**config.mk**
```make
export PLATFORM = sky130hd
export DESIGN_NAME = snooping_coherence_bus_core_flat
export DESIGN_NICKNAME = d
export VERILOG_FILES = /design/src/design/scb_pkg.sv /design/src/design/scb_if.sv /design/src/design/scb_ctrl.sv /design/src/design/scb_datapath.sv /design/src/design/snooping_coherence_bus_core.sv /design/src/flat_wrapper.sv
export SDC_FILE = /design/constraint.sdc
export NUM_CORES = 1
export LEC_CHECK = 0
export BUFFER_PORTS_ARGS = -buffer_cell sky130_fd_sc_hd__buf_2
export CELL_PAD_IN_SITES_DETAIL_PLACEMENT = 1
export CELL_PAD_IN_SITES_GLOBAL_PLACEMENT = 1
export CORE_ASPECT_RATIO = 1.4
export CORE_MARGIN = 8
export CORE_UTILIZATION = 40
export DETAILED_ROUTE_END_ITERATION = 7
export PLACE_DENSITY_LB_ADDON = 0.1
export SYNTH_ARGS = -nofsm -noshare
export SYNTH_HDL_FRONTEND = slang
export SYNTH_SLANG_ARGS = --single-unit
```
**constraint.sdc**
```tcl
create_clock -name clock -period 3.65 [get_ports clock]
set_input_delay 0.5475 -clock clock [delete_from_list [all_inputs] [get_ports clock]]
set_output_delay 0.5475 -clock clock [all_outputs]
set_load 0.05 [all_outputs]
```
**src/design/scb_pkg.sv**
```systemverilog
// Shared types and constants for the snooping coherence bus core.
// Holds sizes, MESIF and transaction codes, channel payloads and the
// controller/datapath command and status structs. No dependencies.
package scb_pkg;

   localparam int NUM_CPUS        = 4;
   localparam int LINES_PER_CACHE = 4;
   localparam int MEM_CELLS       = 16;

   localparam int TOTAL_LINES = NUM_CPUS * LINES_PER_CACHE;
   localparam int LINE_IDX_W  = (TOTAL_LINES > 1) ? $clog2(TOTAL_LINES) : 1;
   localparam int SCAN_W      = $clog2(TOTAL_LINES + 1);
   localparam int MEM_IDX_W   = (MEM_CELLS > 1) ? $clog2(MEM_CELLS) : 1;

   localparam int FUNC_W = 2;
   localparam int CPU_W  = 2;
   localparam int ADDR_W = 4;
   localparam int VICT_W = 2;
   localparam int DATA_W = 8;
   localparam int STATE_W = 3;
   localparam int TOUCH_W = 2;

   typedef enum logic [STATE_W-1:0] {
      ST_I = 3'd0,
      ST_S = 3'd1,
      ST_E = 3'd2,
      ST_F = 3'd3,
      ST_M = 3'd4
   } mesif_type;

   typedef enum logic [FUNC_W-1:0] {
      FUNC_INVALIDATE = 2'd0,
      FUNC_READ       = 2'd1,
      FUNC_RWITM      = 2'd2
   } func_type;

   typedef struct packed {
      logic [FUNC_W-1:0] func;
      logic [CPU_W-1:0]  requester;
      logic [ADDR_W-1:0] line_address;
      logic [VICT_W-1:0] victim_line;
   } req_payload_type;

   typedef struct packed {
      logic [DATA_W-1:0]  fill_data;
      logic [STATE_W-1:0] fill_state;
      logic               hit_other_cache;
      logic               wrote_back;
      logic [ADDR_W-1:0]  write_back_address;
      logic [TOUCH_W-1:0] copies_touched;
   } rsp_payload_type;

   typedef struct packed {
      logic [ADDR_W-1:0] tag;
      logic [DATA_W-1:0] data;
      mesif_type         state;
   } line_type;

   typedef enum logic [2:0] {
      CTRL_IDLE,
      CTRL_VICTIM_RD,
      CTRL_WRITE_BACK,
      CTRL_SCAN,
      CTRL_MEM_RD,
      CTRL_FILL,
      CTRL_DONE
   } ctrl_state_type;

   typedef struct packed {
      logic accept;
      logic rd_victim;
      logic write_back;
      logic scan;
      logic mem_read;
      logic fill;
      logic load_out;
   } ctrl_cmd_type;

   typedef struct packed {
      logic new_bad;
      logic new_inval;
      logic is_inval;
      logic scan_done;
      logic out_busy;
   } ctrl_status_type;

endpackage

```
**src/design/scb_if.sv**
```systemverilog
// Valid/ready channel interfaces for bus transactions and their results.
// Depends on scb_pkg for the payload types.
interface scb_req_if;
   logic                     valid;
   logic                     ready;
   scb_pkg::req_payload_type payload;

   modport source (output valid, output payload, input ready);
   modport sink   (input valid, input payload, output ready);
endinterface

interface scb_rsp_if;
   logic                     valid;
   logic                     ready;
   scb_pkg::rsp_payload_type payload;

   modport source (output valid, output payload, input ready);
   modport sink   (input valid, input payload, output ready);
endinterface

```
**src/design/scb_ctrl.sv**
```systemverilog
// Sequencer for one bus transaction: victim read, write-back, snoop scan,
// memory read, fill and result hand-off. Depends on scb_pkg.
module scb_ctrl (
   input  logic                     clock,
   input  logic                     reset,
   input  logic                     req_valid,
   output logic                     req_ready,
   input  scb_pkg::ctrl_status_type status,
   output scb_pkg::ctrl_cmd_type    cmd
);

   scb_pkg::ctrl_state_type state_ff;
   scb_pkg::ctrl_state_type state_in;

   always_ff @(posedge clock) begin
      if (reset) begin
         state_ff <= scb_pkg::CTRL_IDLE;
      end else begin
         state_ff <= state_in;
      end
   end

   always_comb begin
      state_in = state_ff;
      unique case (state_ff)
         scb_pkg::CTRL_IDLE: begin
            if (req_valid) begin
               if (status.new_bad) begin
                  state_in = scb_pkg::CTRL_DONE;
               end else if (status.new_inval) begin
                  state_in = scb_pkg::CTRL_SCAN;
               end else begin
                  state_in = scb_pkg::CTRL_VICTIM_RD;
               end
            end
         end
         scb_pkg::CTRL_VICTIM_RD:  state_in = scb_pkg::CTRL_WRITE_BACK;
         scb_pkg::CTRL_WRITE_BACK: state_in = scb_pkg::CTRL_SCAN;
         scb_pkg::CTRL_SCAN: begin
            if (status.scan_done) begin
               state_in = status.is_inval ? scb_pkg::CTRL_DONE : scb_pkg::CTRL_MEM_RD;
            end
         end
         scb_pkg::CTRL_MEM_RD: state_in = scb_pkg::CTRL_FILL;
         scb_pkg::CTRL_FILL:   state_in = scb_pkg::CTRL_DONE;
         scb_pkg::CTRL_DONE: begin
            if (!status.out_busy) begin
               state_in = scb_pkg::CTRL_IDLE;
            end
         end
         default: state_in = scb_pkg::CTRL_IDLE;
      endcase
   end

   always_comb begin
      cmd       = '0;
      req_ready = 1'b0;
      unique case (state_ff)
         scb_pkg::CTRL_IDLE: begin
            req_ready  = 1'b1;
            cmd.accept = req_valid;
         end
         scb_pkg::CTRL_VICTIM_RD:  cmd.rd_victim  = 1'b1;
         scb_pkg::CTRL_WRITE_BACK: cmd.write_back = 1'b1;
         scb_pkg::CTRL_SCAN:       cmd.scan       = !status.scan_done;
         scb_pkg::CTRL_MEM_RD:     cmd.mem_read   = 1'b1;
         scb_pkg::CTRL_FILL:       cmd.fill       = 1'b1;
         scb_pkg::CTRL_DONE:       cmd.load_out   = !status.out_busy;
         default: cmd = '0;
      endcase
   end

endmodule

```
**src/design/scb_datapath.sv**
```systemverilog
// Cache line store, byte memory, snoop scan pipeline and result register.
// Driven by scb_ctrl commands; depends on scb_pkg.
module scb_datapath (
   input  logic                     clock,
   input  logic                     reset,
   input  scb_pkg::ctrl_cmd_type    cmd,
   output scb_pkg::ctrl_status_type status,
   input  scb_pkg::req_payload_type req_payload,
   output logic                     rsp_valid,
   input  logic                     rsp_ready,
   output scb_pkg::rsp_payload_type rsp_payload
);

   scb_pkg::line_type                  line_mem [scb_pkg::TOTAL_LINES];
   logic [scb_pkg::TOTAL_LINES-1:0]    line_valid_ff;
   logic [scb_pkg::DATA_W-1:0]         mem_cells [scb_pkg::MEM_CELLS];
   logic [scb_pkg::MEM_CELLS-1:0]      mem_valid_ff;

   scb_pkg::line_type                  line_q_ff;
   logic [scb_pkg::DATA_W-1:0]         mem_q_ff;

   logic [scb_pkg::FUNC_W-1:0]         func_ff;
   logic [scb_pkg::CPU_W-1:0]          req_ff;
   logic [scb_pkg::ADDR_W-1:0]         addr_ff;
   logic [scb_pkg::LINE_IDX_W-1:0]     victim_ff;

   logic [scb_pkg::SCAN_W-1:0]         scan_idx_ff;
   logic                               eval_valid_ff;
   logic [scb_pkg::LINE_IDX_W-1:0]     eval_idx_ff;
   logic                               found_ff;
   logic                               changed_ff;
   logic                               hit_ff;
   logic [scb_pkg::TOUCH_W-1:0]        touched_ff;
   logic [scb_pkg::DATA_W-1:0]         snoop_data_ff;
   logic                               wb_ff;
   logic [scb_pkg::ADDR_W-1:0]         wb_addr_ff;
   logic [scb_pkg::DATA_W-1:0]         fill_data_ff;
   logic [scb_pkg::STATE_W-1:0]        fill_state_ff;

   logic                               out_full_ff;
   scb_pkg::rsp_payload_type           out_ff;

   logic                               is_inval;
   logic                               issue_active;
   logic [scb_pkg::LINE_IDX_W-1:0]     rd_idx;
   logic                               rd_en;
   logic [scb_pkg::LINE_IDX_W-1:0]     new_victim;
   logic [scb_pkg::ADDR_W-1:0]         new_addr;

   logic                               first_line;
   logic                               last_line;
   logic                               own_cpu;
   logic                               tag_match;
   logic                               found_eff;
   logic                               changed_eff;
   logic                               upd;
   logic                               cur_change;
   logic                               hit_now;
   logic                               found_in;
   logic                               changed_in;
   scb_pkg::mesif_type                 snoop_state;
   scb_pkg::mesif_type                 upd_state;
   logic                               wb_needed;
   logic [scb_pkg::DATA_W-1:0]         fill_data;
   scb_pkg::mesif_type                 fill_state;

   assign is_inval     = (func_ff == scb_pkg::FUNC_INVALIDATE);
   assign issue_active = (scan_idx_ff < scb_pkg::SCAN_W'(scb_pkg::TOTAL_LINES));
   assign rd_en        = cmd.rd_victim || (cmd.scan && issue_active);
   assign rd_idx       = cmd.rd_victim ? victim_ff : scan_idx_ff[scb_pkg::LINE_IDX_W-1:0];

   assign new_addr   = scb_pkg::ADDR_W'(32'(req_payload.line_address) % scb_pkg::MEM_CELLS);
   assign new_victim = scb_pkg::LINE_IDX_W'(32'(req_payload.requester) * scb_pkg::LINES_PER_CACHE
                       + 32'(req_payload.victim_line) % scb_pkg::LINES_PER_CACHE);

   always_comb begin
      status.new_bad   = (req_payload.func != scb_pkg::FUNC_INVALIDATE) &&
                         (req_payload.func != scb_pkg::FUNC_READ) &&
                         (req_payload.func != scb_pkg::FUNC_RWITM) ||
                         (32'(req_payload.requester) >= scb_pkg::NUM_CPUS);
      status.new_inval = (req_payload.func == scb_pkg::FUNC_INVALIDATE);
      status.is_inval  = is_inval;
      status.scan_done = !issue_active && !eval_valid_ff;
      status.out_busy  = out_full_ff && !rsp_ready;
   end

   always_comb begin
      first_line  = (32'(eval_idx_ff) % scb_pkg::LINES_PER_CACHE) == 0;
      last_line   = (32'(eval_idx_ff) % scb_pkg::LINES_PER_CACHE)
                    == scb_pkg::LINES_PER_CACHE - 1;
      own_cpu     = (32'(eval_idx_ff) / scb_pkg::LINES_PER_CACHE) == 32'(req_ff);
      tag_match   = (line_q_ff.tag == addr_ff);
      found_eff   = found_ff && !first_line;
      changed_eff = changed_ff && !first_line;
      snoop_state = (func_ff == scb_pkg::FUNC_READ) ? scb_pkg::ST_S : scb_pkg::ST_I;
      upd         = 1'b0;
      upd_state   = scb_pkg::ST_I;
      cur_change  = 1'b0;
      hit_now     = 1'b0;
      if (eval_valid_ff && !own_cpu) begin
         if (is_inval) begin
            if (tag_match && !found_eff) begin
               upd        = 1'b1;
               cur_change = (line_q_ff.state != scb_pkg::ST_I);
               hit_now    = cur_change;
            end
         end else if (tag_match && line_q_ff.state != scb_pkg::ST_I) begin
            upd        = 1'b1;
            upd_state  = snoop_state;
            cur_change = (line_q_ff.state != snoop_state);
            hit_now    = 1'b1;
         end
      end
      found_in   = found_eff || upd;
      changed_in = changed_eff || cur_change;
   end

   always_comb begin
      wb_needed  = (line_q_ff.state == scb_pkg::ST_F) || (line_q_ff.state == scb_pkg::ST_M);
      fill_data  = hit_ff ? snoop_data_ff : mem_q_ff;
      fill_state = hit_ff ? scb_pkg::ST_F : scb_pkg::ST_E;
      if (func_ff == scb_pkg::FUNC_RWITM) begin
         fill_data  = fill_data + scb_pkg::DATA_W'(1);
         fill_state = scb_pkg::ST_M;
      end
   end

   always_ff @(posedge clock) begin
      if (rd_en) begin
         line_q_ff <= line_valid_ff[rd_idx] ? line_mem[rd_idx] : '0;
      end
      if (upd) begin
         line_mem[eval_idx_ff] <= '{tag: line_q_ff.tag, data: line_q_ff.data,
                                    state: upd_state};
      end else if (cmd.fill) begin
         line_mem[victim_ff] <= '{tag: addr_ff, data: fill_data, state: fill_state};
      end
   end

   always_ff @(posedge clock) begin
      if (cmd.mem_read) begin
         mem_q_ff <= mem_valid_ff[scb_pkg::MEM_IDX_W'(addr_ff)]
                     ? mem_cells[scb_pkg::MEM_IDX_W'(addr_ff)] : '0;
      end
      if (cmd.write_back && wb_needed) begin
         mem_cells[scb_pkg::MEM_IDX_W'(line_q_ff.tag)] <= line_q_ff.data;
      end
   end

   always_ff @(posedge clock) begin
      if (reset) begin
         line_valid_ff <= '0;
         mem_valid_ff  <= '0;
         eval_valid_ff <= 1'b0;
         scan_idx_ff   <= '0;
         out_full_ff   <= 1'b0;
      end else begin
         if (upd) begin
            line_valid_ff[eval_idx_ff] <= 1'b1;
         end else if (cmd.fill) begin
            line_valid_ff[victim_ff] <= 1'b1;
         end
         if (cmd.write_back && wb_needed) begin
            mem_valid_ff[scb_pkg::MEM_IDX_W'(line_q_ff.tag)] <= 1'b1;
         end
         if (cmd.accept) begin
            scan_idx_ff   <= '0;
            eval_valid_ff <= 1'b0;
         end else if (cmd.scan && issue_active) begin
            scan_idx_ff   <= scan_idx_ff + scb_pkg::SCAN_W'(1);
            eval_valid_ff <= 1'b1;
         end else begin
            eval_valid_ff <= 1'b0;
         end
         if (cmd.load_out) begin
            out_full_ff <= 1'b1;
         end else if (rsp_ready) begin
            out_full_ff <= 1'b0;
         end
      end
   end

   always_ff @(posedge clock) begin
      if (cmd.scan && issue_active) begin
         eval_idx_ff <= scan_idx_ff[scb_pkg::LINE_IDX_W-1:0];
      end
      if (cmd.accept) begin
         func_ff       <= req_payload.func;
         req_ff        <= req_payload.requester;
         addr_ff       <= new_addr;
         victim_ff     <= new_victim;
         found_ff      <= 1'b0;
         changed_ff    <= 1'b0;
         hit_ff        <= 1'b0;
         touched_ff    <= '0;
         snoop_data_ff <= '0;
         wb_ff         <= 1'b0;
         wb_addr_ff    <= '0;
         fill_data_ff  <= '0;
         fill_state_ff <= scb_pkg::ST_I;
      end else begin
         if (eval_valid_ff) begin
            found_ff   <= found_in;
            changed_ff <= changed_in;
            if (last_line && changed_in && touched_ff != '1) begin
               touched_ff <= touched_ff + scb_pkg::TOUCH_W'(1);
            end
         end
         if (hit_now) begin
            hit_ff <= 1'b1;
         end
         if (upd && !is_inval) begin
            snoop_data_ff <= line_q_ff.data;
         end
         if (cmd.write_back && wb_needed) begin
            wb_ff      <= 1'b1;
            wb_addr_ff <= line_q_ff.tag;
         end
         if (cmd.fill) begin
            fill_data_ff  <= fill_data;
            fill_state_ff <= fill_state;
         end
      end
   end

   always_ff @(posedge clock) begin
      if (cmd.load_out) begin
         out_ff.fill_data          <= fill_data_ff;
         out_ff.fill_state         <= fill_state_ff;
         out_ff.hit_other_cache    <= hit_ff;
         out_ff.wrote_back         <= wb_ff;
         out_ff.write_back_address <= wb_addr_ff;
         out_ff.copies_touched     <= touched_ff;
      end
   end

   assign rsp_valid   = out_full_ff;
   assign rsp_payload = out_ff;

`ifndef SYNTHESIS
   a_touched_implies_hit: assert property (@(posedge clock) disable iff (reset)
      out_full_ff |-> (out_ff.copies_touched == '0) || out_ff.hit_other_cache)
      else $error("copies touched without a snoop hit");

   a_wb_addr_zero: assert property (@(posedge clock) disable iff (reset)
      out_full_ff && !out_ff.wrote_back |-> out_ff.write_back_address == '0)
      else $error("write-back address set without a write-back");

   a_eval_follows_issue: assert property (@(posedge clock) disable iff (reset)
      eval_valid_ff |-> $past(cmd.scan))
      else $error("snoop evaluation without a preceding line read");
`endif

endmodule

```
**src/design/snooping_coherence_bus_core.sv**
```systemverilog
// Snooping coherence bus core: one bus transaction per request transfer,
// one result transfer per request. A transaction runs alone. The snoop scan
// reads one cache line per cycle through the single read port of the line
// store. A reserved function or an out-of-range requester returns an all-zero
// result without a scan. The result waits in an output register, and the
// next request is taken in the cycle after the result is loaded. A result
// still held with no ready holds the load of the next one. Depends on scb_pkg,
// scb_if, scb_ctrl and scb_datapath.
module snooping_coherence_bus_core (
   input  logic         clock,
   input  logic         reset,
   scb_req_if.sink      req_bus,
   scb_rsp_if.source    rsp_bus
);

   scb_pkg::ctrl_cmd_type    cmd;
   scb_pkg::ctrl_status_type status;

   scb_ctrl u_ctrl (
      .clock     (clock),
      .reset     (reset),
      .req_valid (req_bus.valid),
      .req_ready (req_bus.ready),
      .status    (status),
      .cmd       (cmd)
   );

   scb_datapath u_datapath (
      .clock       (clock),
      .reset       (reset),
      .cmd         (cmd),
      .status      (status),
      .req_payload (req_bus.payload),
      .rsp_valid   (rsp_bus.valid),
      .rsp_ready   (rsp_bus.ready),
      .rsp_payload (rsp_bus.payload)
   );

endmodule

```
**src/flat_wrapper.sv**
```systemverilog
// flat-port wrapper written by rule: the top's interface ports become plain ports
module snooping_coherence_bus_core_flat 
  (clock, reset, req_bus_valid, req_bus_payload, req_bus_ready, rsp_bus_valid, rsp_bus_payload, rsp_bus_ready);
  scb_req_if req_bus_i ();
  scb_rsp_if rsp_bus_i ();
  input  logic clock;
  input  logic reset;
  input wire logic [$bits(req_bus_i.valid)-1:0] req_bus_valid;
  input wire logic [$bits(req_bus_i.payload)-1:0] req_bus_payload;
  output wire logic [$bits(req_bus_i.ready)-1:0] req_bus_ready;
  output wire logic [$bits(rsp_bus_i.valid)-1:0] rsp_bus_valid;
  output wire logic [$bits(rsp_bus_i.payload)-1:0] rsp_bus_payload;
  input wire logic [$bits(rsp_bus_i.ready)-1:0] rsp_bus_ready;
  assign req_bus_i.valid = req_bus_valid;
  assign req_bus_i.payload = req_bus_payload;
  assign req_bus_ready = req_bus_i.ready;
  assign rsp_bus_valid = rsp_bus_i.valid;
  assign rsp_bus_payload = rsp_bus_i.payload;
  assign rsp_bus_i.ready = rsp_bus_ready;
  snooping_coherence_bus_core u_core (.clock(clock), .reset(reset), .req_bus(req_bus_i), .rsp_bus(rsp_bus_i));
endmodule
```
== Word level (Yosys, flattened, before mapping) ==
Memory sizes are Yosys's and may differ from the RTL's. A register that Yosys moved wholly into a read port is not among the register bits.
Cells that the tools add are included.

* Register bits: 106
* Memory bits (writable): 368
* Bits of input ports: 14
* Memories: 2

* Add/subtract/negate cells: 4
* $lt $le $gt $ge: 9
* Equal/unequal tests: 20
* Mux-type cells: 59
* Bitwise gates (word level): 3
* Reductions and logical operators: 44

{| class="wikitable"
|+ Memories
! memory !! words !! bits a word !! rd ports !! clocked after Yosys merged registers in !! write ports !! line !! text
|-
| u_core.u_datapath.line_mem || 16 || 15 || 1 || 1 || 1 || scb_datapath.sv:14 || <nowiki>scb_pkg::line_type line_mem [scb_pkg::TOTAL_LINES];</nowiki>
|-
| u_core.u_datapath.mem_cells || 16 || 8 || 1 || 1 || 1 || scb_datapath.sv:16 || <nowiki>logic [scb_pkg::DATA_W-1:0] mem_cells [scb_pkg::MEM_CELLS];</nowiki>
|}

{| class="wikitable"
|+ Operators with widths
! operator !! number
|-
| 16-bit OR || 3
|-
| 1-bit 2-to-1 mux || 39
|-
| 32-bit logical NOT || 1
|-
| 16-bit 2-to-1 mux || 2
|-
| 4-bit by 5-bit < comparator with 1-bit output, second input constant || 5
|-
| 3-bit case mux with 7 select lines || 1
|-
| 1-bit logical AND || 17
|-
| 8-bit 2-to-1 mux || 2
|-
| 15-bit 2-to-1 mux || 1
|-
| 3-bit 2-to-1 mux || 5
|-
| 15-bit OR reduction || 1
|-
| 1-bit demux with 4-bit select || 3
|-
| 3-bit == test, second input constant || 4
|-
| 4-bit by 1-bit greater-or-equal comparator with 1-bit output, second input constant || 3
|-
| 1-bit logical NOT || 11
|-
| 2-bit inequality test, second input constant || 5
|-
| 3-bit by 2-bit == test with 1-bit output, second input constant || 3
|-
| 8-bit by 1-bit adder with 8-bit output, second input constant || 1
|-
| 1-bit binary-select mux with 4-bit select || 2
|-
| 4-bit 2-to-1 mux || 2
|-
| 2-bit nonzero test || 3
|-
| 5-bit by 1-bit adder with 5-bit output, second input constant || 1
|-
| 5-bit < comparator, second input constant || 1
|-
| 4-bit by 2-bit adder with 4-bit output || 1
|-
| 16 further kinds || 22
|}

== Depth between registers and ports, before layout ==
* Word-level depth: 12
* Mapped depth: 10
* Mapped depth without buffers: 8

== Cells and area by module ==
Synthesis repeated with hierarchy kept, for this count alone.

* Cell total of the unflattened synthesis: 1074
* Area total of the unflattened synthesis: 19555.0 sq um

{| class="wikitable"
|+ Modules (own cells, without submodules)
! module !! times used !! cells each !! area each (sq um)
|-
| scb_datapath || 1 || 1037 || 19267.2
|-
| scb_ctrl || 1 || 37 || 287.8
|}

== Worst setup path after synthesis ==
No wires, ideal clock.

* Path kind: register to register
* Start: register, netlist name u_core.u_datapath.line_q_ff[2]
* End: memory u_core.u_datapath.line_mem[4][0] (netlist name), enable pin
* Arrival time: 3003 ps
* Path slack: 213 ps
* Cell stages (with the launch flop): 5
* Path buffers: 0
* Period minus slack after synthesis: 3437 ps
* Cells stage by stage: edfxtp_1 -> or3_1 -> or2_2 -> nor4b_4 -> o41ai_1

* Word-level cells in the longest chain between the ends: 9

{| class="wikitable"
|+ RTL lines
! element !! line !! text
|-
| 3-bit nonzero test (*) || scb_datapath.sv:107 || <nowiki>end else if (tag_match && line_q_ff.state != scb_pkg::ST_I) begin</nowiki>
|-
| 1-bit logical AND (*) || scb_datapath.sv:107 ||
|-
| 1-bit 2-to-1 mux (*) || scb_datapath.sv:107 ||
|-
| 1-bit 2-to-1 mux (*) || scb_datapath.sv:101 || <nowiki>if (is_inval) begin</nowiki>
|-
| 1-bit 2-to-1 mux (*) || scb_datapath.sv:100 || <nowiki>if (eval_valid_ff && !own_cpu) begin</nowiki>
|-
| 1-bit 2-to-1 mux || scb_datapath.sv:132 || <nowiki>if (upd) begin</nowiki>
|-
| 1-bit 2-to-1 mux (implied by the code) || scb_datapath.sv:136 || <nowiki>line_mem[victim_ff] <= '{tag: addr_ff, data: fill_data, state: fill_state};</nowiki>
|-
| 15-bit OR reduction (no line) || n/a ||
|-
| 4-bit 2-to-1 mux (no line) or 1-bit 2-to-1 mux (tied branches) || n/a ||
|-
| end, declared || scb_datapath.sv:14 ||
|}

Every way passes the cells marked *; elsewhere a longest branch is shown, timed or not.

== Final worst setup path ==
* Start: register, netlist name u_core.u_datapath.line_q_ff[1]
* End: memory u_core.u_datapath.line_mem[1][5] (netlist name), enable pin

* Word-level cells in the longest chain between the ends: 9

{| class="wikitable"
|+ RTL lines
! element !! line
|-
| 3-bit nonzero test (*) || scb_datapath.sv:107
|-
| 1-bit logical AND (*) || scb_datapath.sv:107
|-
| 1-bit 2-to-1 mux (*) || scb_datapath.sv:107
|-
| 1-bit 2-to-1 mux (*) || scb_datapath.sv:101
|-
| 1-bit 2-to-1 mux (*) || scb_datapath.sv:100
|-
| 1-bit 2-to-1 mux || scb_datapath.sv:132
|-
| 1-bit 2-to-1 mux (implied by the code) || scb_datapath.sv:136
|-
| 15-bit OR reduction (no line) || n/a
|-
| 4-bit 2-to-1 mux (no line) or 1-bit 2-to-1 mux (tied branches) || n/a
|}

Marks and branches as above.

==> results.yml <==
synthesis:
  synth.area.top_cells: "edfxtp_1 (64%), dfxtp_1 (7.2%), mux4_2 (5.1%)"
  ys_seq_area_frac: 0.712
  yosysUniqueCellTypes: 62
  ys_ff_latch: 495
  ys_async_sr_fraction: 0
  dominantRegCellSynth: "edfxtp_1"
  syn_area_sq_mm: 0.0199
  avgSynthCellArea_sq_um: 14.7
  ys_warn_count: 0
  synth_edf_count: 424
  synth.net_count: 1366
  syn_inst: 1348
  yosysTopAreaCellShare: 0.641
  yosysTopAreaCell: "edfxtp_1"
critical_path:
  crit_path_end_kind: "register"
  required_ns: 3.84
  slowest_stage: "o31ai_4"
  crit_type: "register to register"
  slowest_delay_ns: 0.94
  path_delay_family: "simple AND/OR/NAND/NOR gates"
  cp_data_arrival_time_ns: 3.19
  crit_chain: "or3_1, or2_2, nor4b_4, buf_4, o31ai_4"
  critPathMaxFanout: 16
  critPathLaunchType: "register"
  path_buf_inv: 1
route:
  vias_per_cell: 5.41
  routedWlPerCell_microns: 24.4
  vias: 11400
  drtIter0Drc: 493
  antenna_left: 0
  drc_errors: 0
  drt-total-wl_microns: 51500
  drt_pass1_iterations: 4
hold_path:
  hold_path.class: "input pin to register"
timing:
  setup_slack_ns: 0.658
  period_share: 0.820
  tightest_slew_ns: 1.14
  drv_slew: 0
  clock_skew_ns: 0.0187
  rsz0062_at_grt: "no"
  setup_viol: 0
  fin_tns_setup_ns: 0
  fmax_mhz: 334
  max_slew_margin: 0.239
  min_period_ns: 2.99
  finalHoldViolCount: 0
layout:
  antenna_cells: 0
  drive_above_1_share: 0.205
  final_common_cell: "edfxtp_1"
  nets: 1452
  final_area_sq_mm: 0.0229
  multi_input_area_sq_mm: 0.00556
  final_cell_mix: "edfxtp_1 (424), nand2_1 (233), nand3_1 (81)"
  num-fill-cells: 4789
  area_growth_pct: 15.5
  regArea_sq_mm: 0.0142
grt:
  grt_overflow: 0
  grt_max_degree: 50
  grt_pass1_vias: 12200
  antenna_found_initial: 0
  grt_pass1_wl_microns: 78600
  grt_usage: 0.182
run_status:
  status: "finished, final reports clean"
placement:
  gp_congestion: 0.764
  placedInstanceArea_sq_mm: 0.0213
  io_buffers: 34
  post-place-ws_ns: 0.667
  hpwl_microns: 35100
clock_tree:
  cts.sinks: 495
  cts_max_path_buffers: 3
  cts.clk_slew.worst_paths_ns: 0.07
  numCtsBuffers: 50
  post_cts_buffers: 0
  hold_buffers: 0
  ctsResizeCount: 0
  ctsRootBufferMaster: "clkbuf_16"
  cts_tree: "yes"
  insertion_delay_ns: 0.59
  cts_max_level: 2
floorplanning:
  die-area_sq_mm: 0.0572
  core_sq_mm: 0.0490
  die-height_microns: 280
  initial_core_util: 0.405
  io_pins: 35
  rows: 96
  die_x_microns: 204
run:
  maxCapViolCount: 0
power:
  p_per_area_mw_per_mm2: 620
  power_mw: 14.2
  ir_drop_mv: 0.438
  leakagePower_nw: 7.83
synthesized netlist by cell type (5+ instances only):
cell type  number
o31ai_1        11
nor3b_1         7
nand3_1        81
mux4_2         45
a21oi_1        31
xor2_1          6
nand4_1        10
a21oi_2        10
nand2b_1        7
mux2i_1        55
a31oi_1        35
mux2_2         14
a32oi_1        30
edfxtp_1      424
nor2b_1        20
buf_2          27
dfxtp_1        71
o21ba_1        10
nor2_1         64
buf_1           6
nor3_1         11
nand2_1       233
o21ba_2        11
nand3b_1        5
xnor2_1        12
o21ai_0         8
nor4_1          5
clkbuf_1       41
path summary, 6_finish.rpt:
kind / cells past startpoint / slack [ns] / from / endpoint
setup / recovery: 5 / 0.66 / u_core.u_datapath.line_q_ff[1] / u_core.u_datapath.line_mem[1][5]
hold / removal: 1 / 0.15 / req_bus_payload[1] / u_core.u_datapath.victim_ff[1]
setup reg to reg: 5 / 0.66 / u_core.u_datapath.line_q_ff[1] / u_core.u_datapath.line_mem[1][5]
hold reg to reg: 0 / 0.43 / u_core.u_datapath.fill_state_ff[0] / u_core.u_datapath.rsp_payload[8]
area by class of cell:
cell class,count,share of cell area
Clock inverter,27,0.0124
Multi-Input combinational cell,768,0.242
Sequential cell,495,0.617
Clock buffer,62,0.0574
Tap cell,637,0.0347
Timing Repair Buffer,115,0.0356
Inverter,4,0.000654
logic make-up (layout without fill, tap and decap cells):
group,after synthesis,after routing,share of synthesized area
AO/OA/AOI/OAI,170,170,0.0641
XOR/XNOR,18,18,0.00793
adder cells (fa/ha/maj),4,4,0.00252
buffers and inverters,85,208,0.0194
flip-flops,495,495,0.712
multiplexers,116,116,0.0884
AND/OR/NAND/NOR,460,460,0.105
through the flow:
stage,utilization,hold slack [ns],std cells
after global routing,0.468,0.121,2108
after global placement,0.436,0.412,2019
after detailed placement,0.436,0.420,2019
after CTS,0.468,0.113,2108
after floorplan,-,0.408,1348
final,0.468,0.152,2108
power by group:
group          internal (mW)  switching (mW)
combinational          0.787            1.54
sequential              6.57           0.220
clock                   2.92            2.17
total                   10.3            3.94
per-layer routing:
layer  wire [microns]  global-route usage
met5                0                   0
met4              988              0.0462
met3             1320              0.0254
met2            28200               0.340
met1            21000               0.216
flip-flops by register name (all words and copies together) (netlist names), 2 cells and up:
register / cells
u_core.u_datapath.line_mem: 240
u_core.u_datapath.mem_cells: 128
u_core.u_datapath.rsp_payload: 19
u_core.u_datapath.line_valid_ff: 16
u_core.u_datapath.mem_valid_ff: 16
u_core.u_datapath.line_q_ff: 15
u_core.u_datapath.fill_data_ff: 8
u_core.u_datapath.mem_q_ff: 8
u_core.u_datapath.snoop_data_ff: 8
u_core.u_datapath.scan_idx_ff: 5
u_core.u_datapath.addr_ff: 4
u_core.u_datapath.eval_idx_ff: 4
u_core.u_datapath.wb_addr_ff: 4
u_core.u_ctrl.state_ff: 3
u_core.u_datapath.fill_state_ff: 3
u_core.u_datapath.victim_ff: 3
u_core.u_datapath.func_ff: 2
u_core.u_datapath.touched_ff: 2
Note: power is estimated with default switching activity, not from simulation.
